File: src/assert_macros.svh
`ifndef ASSERT_MACROS_SVH
`define ASSERT_MACROS_SVH

// Same-cycle implication, checked outside reset.
`define AST_IMPL(label, clk, rst_n, ante, cons) \
  label: assert property (@(posedge clk) disable iff (!rst_n) (ante) |-> (cons)) \
    else $error("assertion failed");

// Next-cycle implication, checked outside reset.
`define AST_NEXT(label, clk, rst_n, ante, cons) \
  label: assert property (@(posedge clk) disable iff (!rst_n) (ante) |=> (cons)) \
    else $error("assertion failed");

`endif

File: src/hmrle_pkg.sv
package hmrle_pkg;

  localparam int BYTE_W          = 8;
  localparam int CNT_W           = 32;
  localparam int CODE_LEN_W      = 7;   // length field of a run code
  localparam int MAX_RUN_DEF     = 128;
  localparam int QUEUE_DEPTH_DEF = 4;

  // One request from the front to the back: up to two codes of one item.
  typedef struct packed {
    logic                 cut_vld;    // run closed by mark change or full run
    logic [BYTE_W-1:0]    cut_code;
    logic                 has_last;   // item closes the block
    logic [BYTE_W-1:0]    last_code;
    logic [CNT_W-1:0]     miss_total;
  } hmrle_evt_t;

  // Queue status seen by both sides.
  typedef struct packed {
    logic full;
    logic empty;
  } hmrle_qstat_t;

  // Saturating increment of a counter.
  function automatic logic [CNT_W-1:0] sat_inc(input logic [CNT_W-1:0] v);
    sat_inc = (v == {CNT_W{1'b1}}) ? v : v + CNT_W'(1);
  endfunction

endpackage

File: src/hmrle_in_if.sv
interface hmrle_in_if import hmrle_pkg::*; ();
  logic              valid;
  logic              ready;
  logic [BYTE_W-1:0] actual_byte;
  logic [BYTE_W-1:0] predicted_byte;
  logic              is_last;

  modport source (output valid, actual_byte, predicted_byte, is_last, input ready);
  modport sink   (input valid, actual_byte, predicted_byte, is_last, output ready);
endinterface

File: src/hmrle_out_if.sv
interface hmrle_out_if import hmrle_pkg::*; ();
  logic              valid;
  logic              ready;
  logic [BYTE_W-1:0] run_code;
  logic              code_last;
  logic [CNT_W-1:0]  miss_total;
  logic [CNT_W-1:0]  code_total;

  modport source (output valid, run_code, code_last, miss_total, code_total, input ready);
  modport sink   (input valid, run_code, code_last, miss_total, code_total, output ready);
endinterface

File: src/hmrle_front.sv
`include "assert_macros.svh"

module hmrle_front import hmrle_pkg::*; #(
  parameter int MAX_RUN = MAX_RUN_DEF
) (
  input  logic          clk,
  input  logic          rst_n,
  hmrle_in_if.sink      in_ch,
  input  hmrle_qstat_t  qstat,
  output logic          push,
  output hmrle_evt_t    push_evt
);

  localparam int RUN_W = $clog2(MAX_RUN + 1);

  logic             run_miss_r, run_miss_nxt;
  logic [RUN_W-1:0] run_len_r,  run_len_nxt;
  logic [CNT_W-1:0] miss_cnt_r, miss_cnt_nxt;

  logic             accept;
  logic             miss;
  logic             open_run;
  logic             cut;
  logic             new_miss;
  logic [RUN_W-1:0] new_len;
  logic [CNT_W-1:0] miss_upd;

  // Accept whenever the queue has room
  assign in_ch.ready = !qstat.full;
  assign accept      = in_ch.valid && in_ch.ready;

  // Classify the item and track the open run
  always_comb begin
    miss     = (in_ch.actual_byte != in_ch.predicted_byte);
    miss_upd = miss ? sat_inc(miss_cnt_r) : miss_cnt_r;
    open_run = (run_len_r != '0);
    cut      = open_run && ((miss != run_miss_r) || (run_len_r >= RUN_W'(MAX_RUN)));
    if (!open_run || cut) begin
      new_miss = miss;
      new_len  = RUN_W'(1);
    end else begin
      new_miss = run_miss_r;
      new_len  = run_len_r + RUN_W'(1);
    end

    push_evt.cut_vld    = cut;
    push_evt.cut_code   = {run_miss_r, CODE_LEN_W'(run_len_r - RUN_W'(1))};
    push_evt.has_last   = in_ch.is_last;
    push_evt.last_code  = {new_miss, CODE_LEN_W'(new_len - RUN_W'(1))};
    push_evt.miss_total = miss_upd;
    push                = accept && (cut || in_ch.is_last);

    run_miss_nxt = run_miss_r;
    run_len_nxt  = run_len_r;
    miss_cnt_nxt = miss_cnt_r;
    if (accept) begin
      if (in_ch.is_last) begin
        run_miss_nxt = 1'b0;
        run_len_nxt  = '0;
        miss_cnt_nxt = '0;
      end else begin
        run_miss_nxt = new_miss;
        run_len_nxt  = new_len;
        miss_cnt_nxt = miss_upd;
      end
    end
  end

  always_ff @(posedge clk) begin
    if (!rst_n) begin
      run_miss_r <= 1'b0;
      run_len_r  <= '0;
      miss_cnt_r <= '0;
    end else begin
      run_miss_r <= run_miss_nxt;
      run_len_r  <= run_len_nxt;
      miss_cnt_r <= miss_cnt_nxt;
    end
  end

  `AST_IMPL(a_run_len_max, clk, rst_n, 1'b1, run_len_r <= RUN_W'(MAX_RUN))
  `AST_IMPL(a_idle_clear, clk, rst_n, run_len_r == '0, (miss_cnt_r == '0) && !run_miss_r)

endmodule

File: src/hmrle_queue.sv
`include "assert_macros.svh"

module hmrle_queue import hmrle_pkg::*; #(
  parameter int DEPTH = QUEUE_DEPTH_DEF
) (
  input  logic          clk,
  input  logic          rst_n,
  input  logic          push,
  input  hmrle_evt_t    push_evt,
  input  logic          pop,
  output hmrle_evt_t    pop_evt,
  output hmrle_qstat_t  qstat
);

  localparam int PTR_W  = (DEPTH > 1) ? $clog2(DEPTH) : 1;
  localparam int QCNT_W = $clog2(DEPTH + 1);

  hmrle_evt_t        slot_r [DEPTH];
  logic [PTR_W-1:0]  wr_ptr_r, wr_ptr_nxt;
  logic [PTR_W-1:0]  rd_ptr_r, rd_ptr_nxt;
  logic [QCNT_W-1:0] cnt_r,    cnt_nxt;

  assign qstat.full  = (cnt_r == QCNT_W'(DEPTH));
  assign qstat.empty = (cnt_r == '0);
  assign pop_evt     = slot_r[rd_ptr_r];

  // Pointer and fill bookkeeping
  always_comb begin
    wr_ptr_nxt = wr_ptr_r;
    rd_ptr_nxt = rd_ptr_r;
    if (push) begin
      wr_ptr_nxt = (wr_ptr_r == PTR_W'(DEPTH - 1)) ? '0 : wr_ptr_r + PTR_W'(1);
    end
    if (pop) begin
      rd_ptr_nxt = (rd_ptr_r == PTR_W'(DEPTH - 1)) ? '0 : rd_ptr_r + PTR_W'(1);
    end
    cnt_nxt = cnt_r + QCNT_W'(push) - QCNT_W'(pop);
  end

  always_ff @(posedge clk) begin
    if (!rst_n) begin
      wr_ptr_r <= '0;
      rd_ptr_r <= '0;
      cnt_r    <= '0;
    end else begin
      wr_ptr_r <= wr_ptr_nxt;
      rd_ptr_r <= rd_ptr_nxt;
      cnt_r    <= cnt_nxt;
    end
  end

  // Payload storage, no reset
  always_ff @(posedge clk) begin
    if (push) begin
      slot_r[wr_ptr_r] <= push_evt;
    end
  end

  `AST_IMPL(a_no_overflow, clk, rst_n, push, !qstat.full)
  `AST_IMPL(a_no_underflow, clk, rst_n, pop, !qstat.empty)

endmodule

File: src/hmrle_back.sv
`include "assert_macros.svh"

module hmrle_back import hmrle_pkg::*; (
  input  logic          clk,
  input  logic          rst_n,
  input  hmrle_qstat_t  qstat,
  input  hmrle_evt_t    head_evt,
  output logic          pop,
  hmrle_out_if.source   out_ch
);

  logic              out_vld_r,  out_vld_nxt;
  logic [BYTE_W-1:0] out_code_r, out_code_nxt;
  logic              out_last_r, out_last_nxt;
  logic [CNT_W-1:0]  out_miss_r, out_miss_nxt;
  logic [CNT_W-1:0]  out_ctot_r, out_ctot_nxt;
  logic              pend_vld_r, pend_vld_nxt;
  logic [BYTE_W-1:0] pend_code_r, pend_code_nxt;
  logic [CNT_W-1:0]  pend_miss_r, pend_miss_nxt;
  logic [CNT_W-1:0]  code_cnt_r, code_cnt_nxt;

  logic              load;
  logic [CNT_W-1:0]  cnt_inc;

  assign out_ch.valid      = out_vld_r;
  assign out_ch.run_code   = out_code_r;
  assign out_ch.code_last  = out_last_r;
  assign out_ch.miss_total = out_miss_r;
  assign out_ch.code_total = out_ctot_r;

  // Output register refills when empty or being taken
  assign load    = !out_vld_r || out_ch.ready;
  assign pop     = load && !pend_vld_r && !qstat.empty;
  assign cnt_inc = sat_inc(code_cnt_r);

  // Expand a request into one or two codes
  always_comb begin
    out_vld_nxt   = out_vld_r;
    out_code_nxt  = out_code_r;
    out_last_nxt  = out_last_r;
    out_miss_nxt  = out_miss_r;
    out_ctot_nxt  = out_ctot_r;
    pend_vld_nxt  = pend_vld_r;
    pend_code_nxt = pend_code_r;
    pend_miss_nxt = pend_miss_r;
    code_cnt_nxt  = code_cnt_r;
    if (load) begin
      if (pend_vld_r) begin
        out_vld_nxt  = 1'b1;
        out_code_nxt = pend_code_r;
        out_last_nxt = 1'b1;
        out_miss_nxt = pend_miss_r;
        out_ctot_nxt = cnt_inc;
        code_cnt_nxt = '0;
        pend_vld_nxt = 1'b0;
      end else if (!qstat.empty) begin
        out_vld_nxt  = 1'b1;
        out_miss_nxt = head_evt.miss_total;
        out_ctot_nxt = cnt_inc;
        if (head_evt.cut_vld) begin
          out_code_nxt  = head_evt.cut_code;
          out_last_nxt  = 1'b0;
          code_cnt_nxt  = cnt_inc;
          pend_vld_nxt  = head_evt.has_last;
          pend_code_nxt = head_evt.last_code;
          pend_miss_nxt = head_evt.miss_total;
        end else begin
          out_code_nxt = head_evt.last_code;
          out_last_nxt = 1'b1;
          code_cnt_nxt = '0;
        end
      end else begin
        out_vld_nxt = 1'b0;
      end
    end
  end

  always_ff @(posedge clk) begin
    if (!rst_n) begin
      out_vld_r  <= 1'b0;
      pend_vld_r <= 1'b0;
      code_cnt_r <= '0;
    end else begin
      out_vld_r  <= out_vld_nxt;
      pend_vld_r <= pend_vld_nxt;
      code_cnt_r <= code_cnt_nxt;
    end
  end

  // Payload registers, no reset
  always_ff @(posedge clk) begin
    out_code_r  <= out_code_nxt;
    out_last_r  <= out_last_nxt;
    out_miss_r  <= out_miss_nxt;
    out_ctot_r  <= out_ctot_nxt;
    pend_code_r <= pend_code_nxt;
    pend_miss_r <= pend_miss_nxt;
  end

  `AST_IMPL(a_pend_shown, clk, rst_n, pend_vld_r, out_vld_r && !out_last_r)
  `AST_NEXT(a_last_clears, clk, rst_n, load && pend_vld_r, code_cnt_r == '0)

endmodule

File: src/hit_miss_run_length_encoder_unit.sv
// Hit/miss run-length encoder.
// Input channel in_ch: one request per byte with the actual byte, the byte a
// predictor guessed, and is_last on the final byte of a block. A byte whose
// two values differ is a miss. Runs of equal marks, at most MAX_RUN long,
// leave on out_ch as one code each: run-1 for hits, 0x80+run-1 for misses,
// with the running miss and code counts of the block (both saturating).
// Throughput: one byte per cycle while the queue is not full. A byte that
// both closes a run and ends the block yields two codes, which occupy the
// output side one after the other; the request queue (QUEUE_DEPTH entries)
// absorbs that. A byte that yields codes writes its request into the queue
// on the edge that accepts it; the output register loads codes from the
// queue head, and a double's second code from the pending register.
// Bytes that only extend a run produce no code.
// Reset (synchronous, rst_n low) clears the open run, both counters, the
// queue and the output register; no code is pending afterwards.
// A stalled receiver holds the output register; the queue keeps taking
// bytes until it fills, then in_ch.ready drops.
module hit_miss_run_length_encoder_unit import hmrle_pkg::*; #(
  parameter int MAX_RUN     = MAX_RUN_DEF,
  parameter int QUEUE_DEPTH = QUEUE_DEPTH_DEF
) (
  input  logic        clk,
  input  logic        rst_n,
  hmrle_in_if.sink    in_ch,
  hmrle_out_if.source out_ch
);

  hmrle_qstat_t qstat;
  hmrle_evt_t   push_evt;
  hmrle_evt_t   head_evt;
  logic         push;
  logic         pop;

  // Classification and run tracking
  hmrle_front #(
    .MAX_RUN (MAX_RUN)
  ) u_front (
    .clk      (clk),
    .rst_n    (rst_n),
    .in_ch    (in_ch),
    .qstat    (qstat),
    .push     (push),
    .push_evt (push_evt)
  );

  // Request queue between front and back
  hmrle_queue #(
    .DEPTH (QUEUE_DEPTH)
  ) u_queue (
    .clk      (clk),
    .rst_n    (rst_n),
    .push     (push),
    .push_evt (push_evt),
    .pop      (pop),
    .pop_evt  (head_evt),
    .qstat    (qstat)
  );

  // Code emission and code counting
  hmrle_back u_back (
    .clk      (clk),
    .rst_n    (rst_n),
    .qstat    (qstat),
    .head_evt (head_evt),
    .pop      (pop),
    .out_ch   (out_ch)
  );

endmodule
File: src/flat_wrapper.sv
// flat-port wrapper written by rule: the top's interface ports become plain ports
module hit_miss_run_length_encoder_unit_flat import hmrle_pkg::*;
#(
  parameter int MAX_RUN     = MAX_RUN_DEF,
  parameter int QUEUE_DEPTH = QUEUE_DEPTH_DEF
)
  (clk, rst_n, in_ch_valid, in_ch_actual_byte, in_ch_predicted_byte, in_ch_is_last, in_ch_ready, out_ch_valid, out_ch_run_code, out_ch_code_last, out_ch_miss_total, out_ch_code_total, out_ch_ready);
  hmrle_in_if in_ch_i ();
  hmrle_out_if out_ch_i ();
  input  logic clk;
  input  logic rst_n;
  input wire logic [$bits(in_ch_i.valid)-1:0] in_ch_valid;
  input wire logic [$bits(in_ch_i.actual_byte)-1:0] in_ch_actual_byte;
  input wire logic [$bits(in_ch_i.predicted_byte)-1:0] in_ch_predicted_byte;
  input wire logic [$bits(in_ch_i.is_last)-1:0] in_ch_is_last;
  output wire logic [$bits(in_ch_i.ready)-1:0] in_ch_ready;
  output wire logic [$bits(out_ch_i.valid)-1:0] out_ch_valid;
  output wire logic [$bits(out_ch_i.run_code)-1:0] out_ch_run_code;
  output wire logic [$bits(out_ch_i.code_last)-1:0] out_ch_code_last;
  output wire logic [$bits(out_ch_i.miss_total)-1:0] out_ch_miss_total;
  output wire logic [$bits(out_ch_i.code_total)-1:0] out_ch_code_total;
  input wire logic [$bits(out_ch_i.ready)-1:0] out_ch_ready;
  assign in_ch_i.valid = in_ch_valid;
  assign in_ch_i.actual_byte = in_ch_actual_byte;
  assign in_ch_i.predicted_byte = in_ch_predicted_byte;
  assign in_ch_i.is_last = in_ch_is_last;
  assign in_ch_ready = in_ch_i.ready;
  assign out_ch_valid = out_ch_i.valid;
  assign out_ch_run_code = out_ch_i.run_code;
  assign out_ch_code_last = out_ch_i.code_last;
  assign out_ch_miss_total = out_ch_i.miss_total;
  assign out_ch_code_total = out_ch_i.code_total;
  assign out_ch_i.ready = out_ch_ready;
  hit_miss_run_length_encoder_unit #(.MAX_RUN(MAX_RUN), .QUEUE_DEPTH(QUEUE_DEPTH)) u_core (.clk(clk), .rst_n(rst_n), .in_ch(in_ch_i), .out_ch(out_ch_i));
endmodule
File: config.mk
export PLATFORM = sky130hd
export DESIGN_NAME = hit_miss_run_length_encoder_unit_flat
export DESIGN_NICKNAME = d
export VERILOG_FILES = /design/src/hmrle_pkg.sv /design/src/hmrle_in_if.sv /design/src/hmrle_out_if.sv /design/src/hmrle_front.sv /design/src/hmrle_queue.sv /design/src/hmrle_back.sv /design/src/hit_miss_run_length_encoder_unit.sv /design/src/flat_wrapper.sv
export VERILOG_INCLUDE_DIRS = /design/src /design/src/src
export SDC_FILE = /design/constraint.sdc
export NUM_CORES = 1
export LEC_CHECK = 0
export ABC_CLOCK_PERIOD_IN_PS = 6200
export BUFFER_PORTS_ARGS = -buffer_cell sky130_fd_sc_hd__buf_2
export CAP_MARGIN = 20
export CORE_MARGIN = 2
export CORE_UTILIZATION = 55
export DETAILED_ROUTE_END_ITERATION = 7
export GPL_TIMING_DRIVEN = 0
export PLACE_DENSITY = 0.82
export SLEW_MARGIN = 20
export SYNTH_ARGS = -nofsm -noshare
export SYNTH_HDL_FRONTEND = slang
export SYNTH_SLANG_ARGS = --single-unit
File: constraint.sdc
create_clock -name clk -period 6.2 [get_ports clk]
set_clock_uncertainty 0.1 [all_clocks]
set_input_delay 1.24 -clock clk [delete_from_list [all_inputs] [get_ports clk]]
set_output_delay 1.24 -clock clk [all_outputs]
set_load 0.01 [all_outputs]
==> flow_summary.json <==
{
  "outcome": "complete, no violations",
  "synth_area_per_cell_um2": 14.4,
  "overflow": 0,
  "path_class": "in2reg",
  "fin_util": 0.630,
  "min_period_ps": 3920,
  "crit_slowest_cell": "a311oi_1",
  "worstHoldStart": "u_core.u_back.code_cnt_r[31]",
  "start_kind": "input port",
  "cts_buffers": 39,
  "ys.flop_type": "edfxtp_1",
  "grt_pass1_vias": 10100,
  "initial_utilization": 0.555,
  "min_path_cells": 1,
  "htree_levels": 2,
  "setup_slack_ps": 2280,
  "fmaxAchievable_ghz": 0.255,
  "cts_resized": 0,
  "nets": 1343,
  "synth_fp_nets": 1202,
  "yosys-top-cells-area": "edfxtp_1 56%, dfxtp_1 10%, mux4_2 6.7%",
  "drc": 0,
  "path_max_fanout": 5,
  "cts_num_sinks": 397,
  "hold_viol": 0,
  "top_usage_layer": "met2",
  "dpl.hpwl_mm": 22.9,
  "synth_largest_area_cell": "edfxtp_1",
  "synth_top_area_share": 0.557,
  "synth_cell_types": 78,
  "endpoint_kind": "register",
  "critPathMostFrequentCell": "inv_1",
  "die_x_um": 179,
  "finalWeightedCongestion": 0.897,
  "crit_arrival_ps": 4230,
  "rsz0062_at_grt": "no",
  "period_share": 0.633,
  "synth_edf_count": 313,
  "hp-class": "reg2reg",
  "antenna_found_initial": 1,
  "cts-root-buf": "clkbuf_16",
  "syn_to_final_growth_pct": 13.7,
  "grt_max_degree": 47,
  "num_vias": 10400,
  "tritoncts": "done",
  "synth_seq_cells": 397,
  "die_height_um": 179,
  "grt.met3_usage": 0.0384,
  "whs_endpoint": "u_core.u_back.code_cnt_r[31]",
  "setup_violations": 0,
  "maxCapViolCount": 0,
  "post-place-ws_ps": 1700,
  "met2_usage": 0.368,
  "fp-row-count": 64,
  "synth_area_um2": 16900,
  "port_buffers": 94,
  "cp.required_ps": 6500,
  "num_io_pins": 96,
  "layout_common_cells": "313 x edfxtp_1, 114 x buf_2, 84 x nand2_1, 84 x dfxtp_1, 57 x xnor2_1",
  "cts_buffer_depth": 3,
  "viasPerCell": 6.02,
  "layout-drive-gt1-share": 0.217,
  "setup_tns_ps": 0,
  "dr.pass1.iters": 5,
  "cts_setup_buffers": 0,
  "syn_inst": 1168,
  "r2r_end": "u_core.u_back.code_cnt_r[9]",
  "ys_seq_area_frac": 0.657,
  "drv_slew": 0,
  "cpPeakStageDelay_ps": 610,
  "wirelength_mm": 34.6,
  "grt_pass1_wl_mm": 54.5,
  "relSlewSlack": 0.359,
  "clk_pin_slew_ps": 60,
  "wire_per_inst_um": 20.0,
  "core_area_um2": 30400,
  "use_met1": 0.295,
  "p_leak_nw": 6.72,
  "layout_commonest_cell": "edfxtp_1",
  "worst_slew_pin_slew_ps": 961,
  "ir_drop_v": 0.000251,
  "clk-insertion-delay-late_ps": 530,
  "drtAntennaViolNets": 0,
  "cp_cell_sequence": "buf_2 -> xnor2_1 -> nand4_1 -> or3_1 -> a311oi_1 -> nor2_1 -> inv_1 -> ha_1 -> inv_1 -> ha_1 -> inv_1 -> fa_1 -> xnor2_1 -> nor2_1",
  "p_per_area_nw_per_um2": 406,
  "yosys_warnings": 0,
  "drt-initial-drc-count": 1020,
  "reg2reg_depth": 10,
  "die_area_um2": 32100,
  "async_reset_ff_frac": 0,
  "holdBufCountCts": 0,
  "rrSetupSlack_ps": 2490,
  "grt_use_total": 0.220
}
## critical path, delay by kind of cell
kind,cells,cell delay [ps]
AOI/OAI and AO/OA,1,610
xor gates and xnor gates,2,350
adders and majority gates,3,730
buffers and inverters,4,310
and+or+nand+nor,4,990
## report_power, final
group / switching, mW / internal [mW]
Combinational: 1.11 / 0.775
Sequential: 0.126 / 3.53
Clock: 0.946 / 1.29
## per-stage QoR
stage,power [mW],instance area [um^2],hold WS [ps],std cells
after global placement,5.54,17800,379,1658
final,7.78,19200,404,1733
after global routing,8.16,19200,434,1733
after CTS,7.86,19200,398,1732
after floorplan,4.94,16900,363,1168
after detailed placement,5.63,18000,384,1664
## per-layer routing
layer	up-vias	share of wire
met2	385	0.49
met3	67	0.065
met4	0	0.025
met5	-	0
li1	4792	-
met1	5185	0.42
## worst max-delay path by stage
stage,endpoint,start,cells past startpoint,slack (ps)
6_report,u_core.u_queue.cnt_r[2],in_ch_predicted_byte[3],14,2280
3_3_place_gp,u_core.u_back.code_cnt_r[26],out_ch_ready,7,-1320
3_5_place_dp,u_core.u_back.code_cnt_r[9],out_ch_ready,10,1700
4_1_cts,u_core.u_back.code_cnt_r[9],out_ch_ready,10,2300
5_1_grt,u_core.u_back.code_cnt_r[9],out_ch_ready,10,2010
2_1_floorplan,u_core.u_back.code_cnt_r[26],out_ch_ready,6,750
## logic make-up (layout without fill, tap and decap cells)
logic type      Yosys count  after routing  share of synthesized area
flops                   397            397                      0.657
simple gates            323            323                      0.105
compound gates          173            173                     0.0675
mux                      93             93                     0.0946
buf+inv                  87            255                     0.0236
xor+xnor                 82             82                     0.0430
fa+ha+maj                13             13                     0.0101
other cells               0              1                          0
## sequential cells by signal (all words and copies together), names as in the netlist, named ones only
| register | count |
|---|---|
| u_core.u_back.pend_miss_r | 32 |
| u_core.u_back.out_ch.code_total | 32 |
| u_core.u_back.out_ch.code_last | 1 |
| u_core.u_back.code_cnt_r | 32 |
| u_core.u_queue.wr_ptr_r | 2 |
| u_core.u_back.out_ch.miss_total | 32 |
| u_core.u_front.run_len_r | 8 |
| u_core.u_queue.cnt_r | 3 |
| u_core.u_back.pend_code_r | 8 |
| u_core.u_front.run_miss_r | 1 |
| u_core.u_queue.rd_ptr_r | 2 |
| u_core.u_back.pend_vld_r | 1 |
| u_core.u_queue.slot_r | 200 |
| u_core.u_back.out_ch.run_code | 8 |
| u_core.u_back.out_ch.valid | 1 |
| u_core.u_front.miss_cnt_r | 32 |
## cells in the mapped netlist (all sizes together) (24+ instances only)
library cell  count
edfxtp          313
nand2            85
dfxtp            84
xnor2            58
mux4             50
o21ai            49
nor2             47
nand3            40
buf              36
a31oi            34
mux2             32
a21oi            29
clkbuf           27
nand4            26
inv              24
xor2             24
## layout make-up
cell class | count | area [um^2]
clock buffer | 46 | 1050
multi-input combinational | 684 | 5420
tap | 396 | 495
inverter | 24 | 91.3
antenna | 1 | 2.50
buffer | 63 | 308
sequential | 397 | 11100
timing repair buffer | 100 | 591
clock inverter | 22 | 145
fill | 2198 | 11200
No activity file was read; power rests on OpenSTA's default activity.
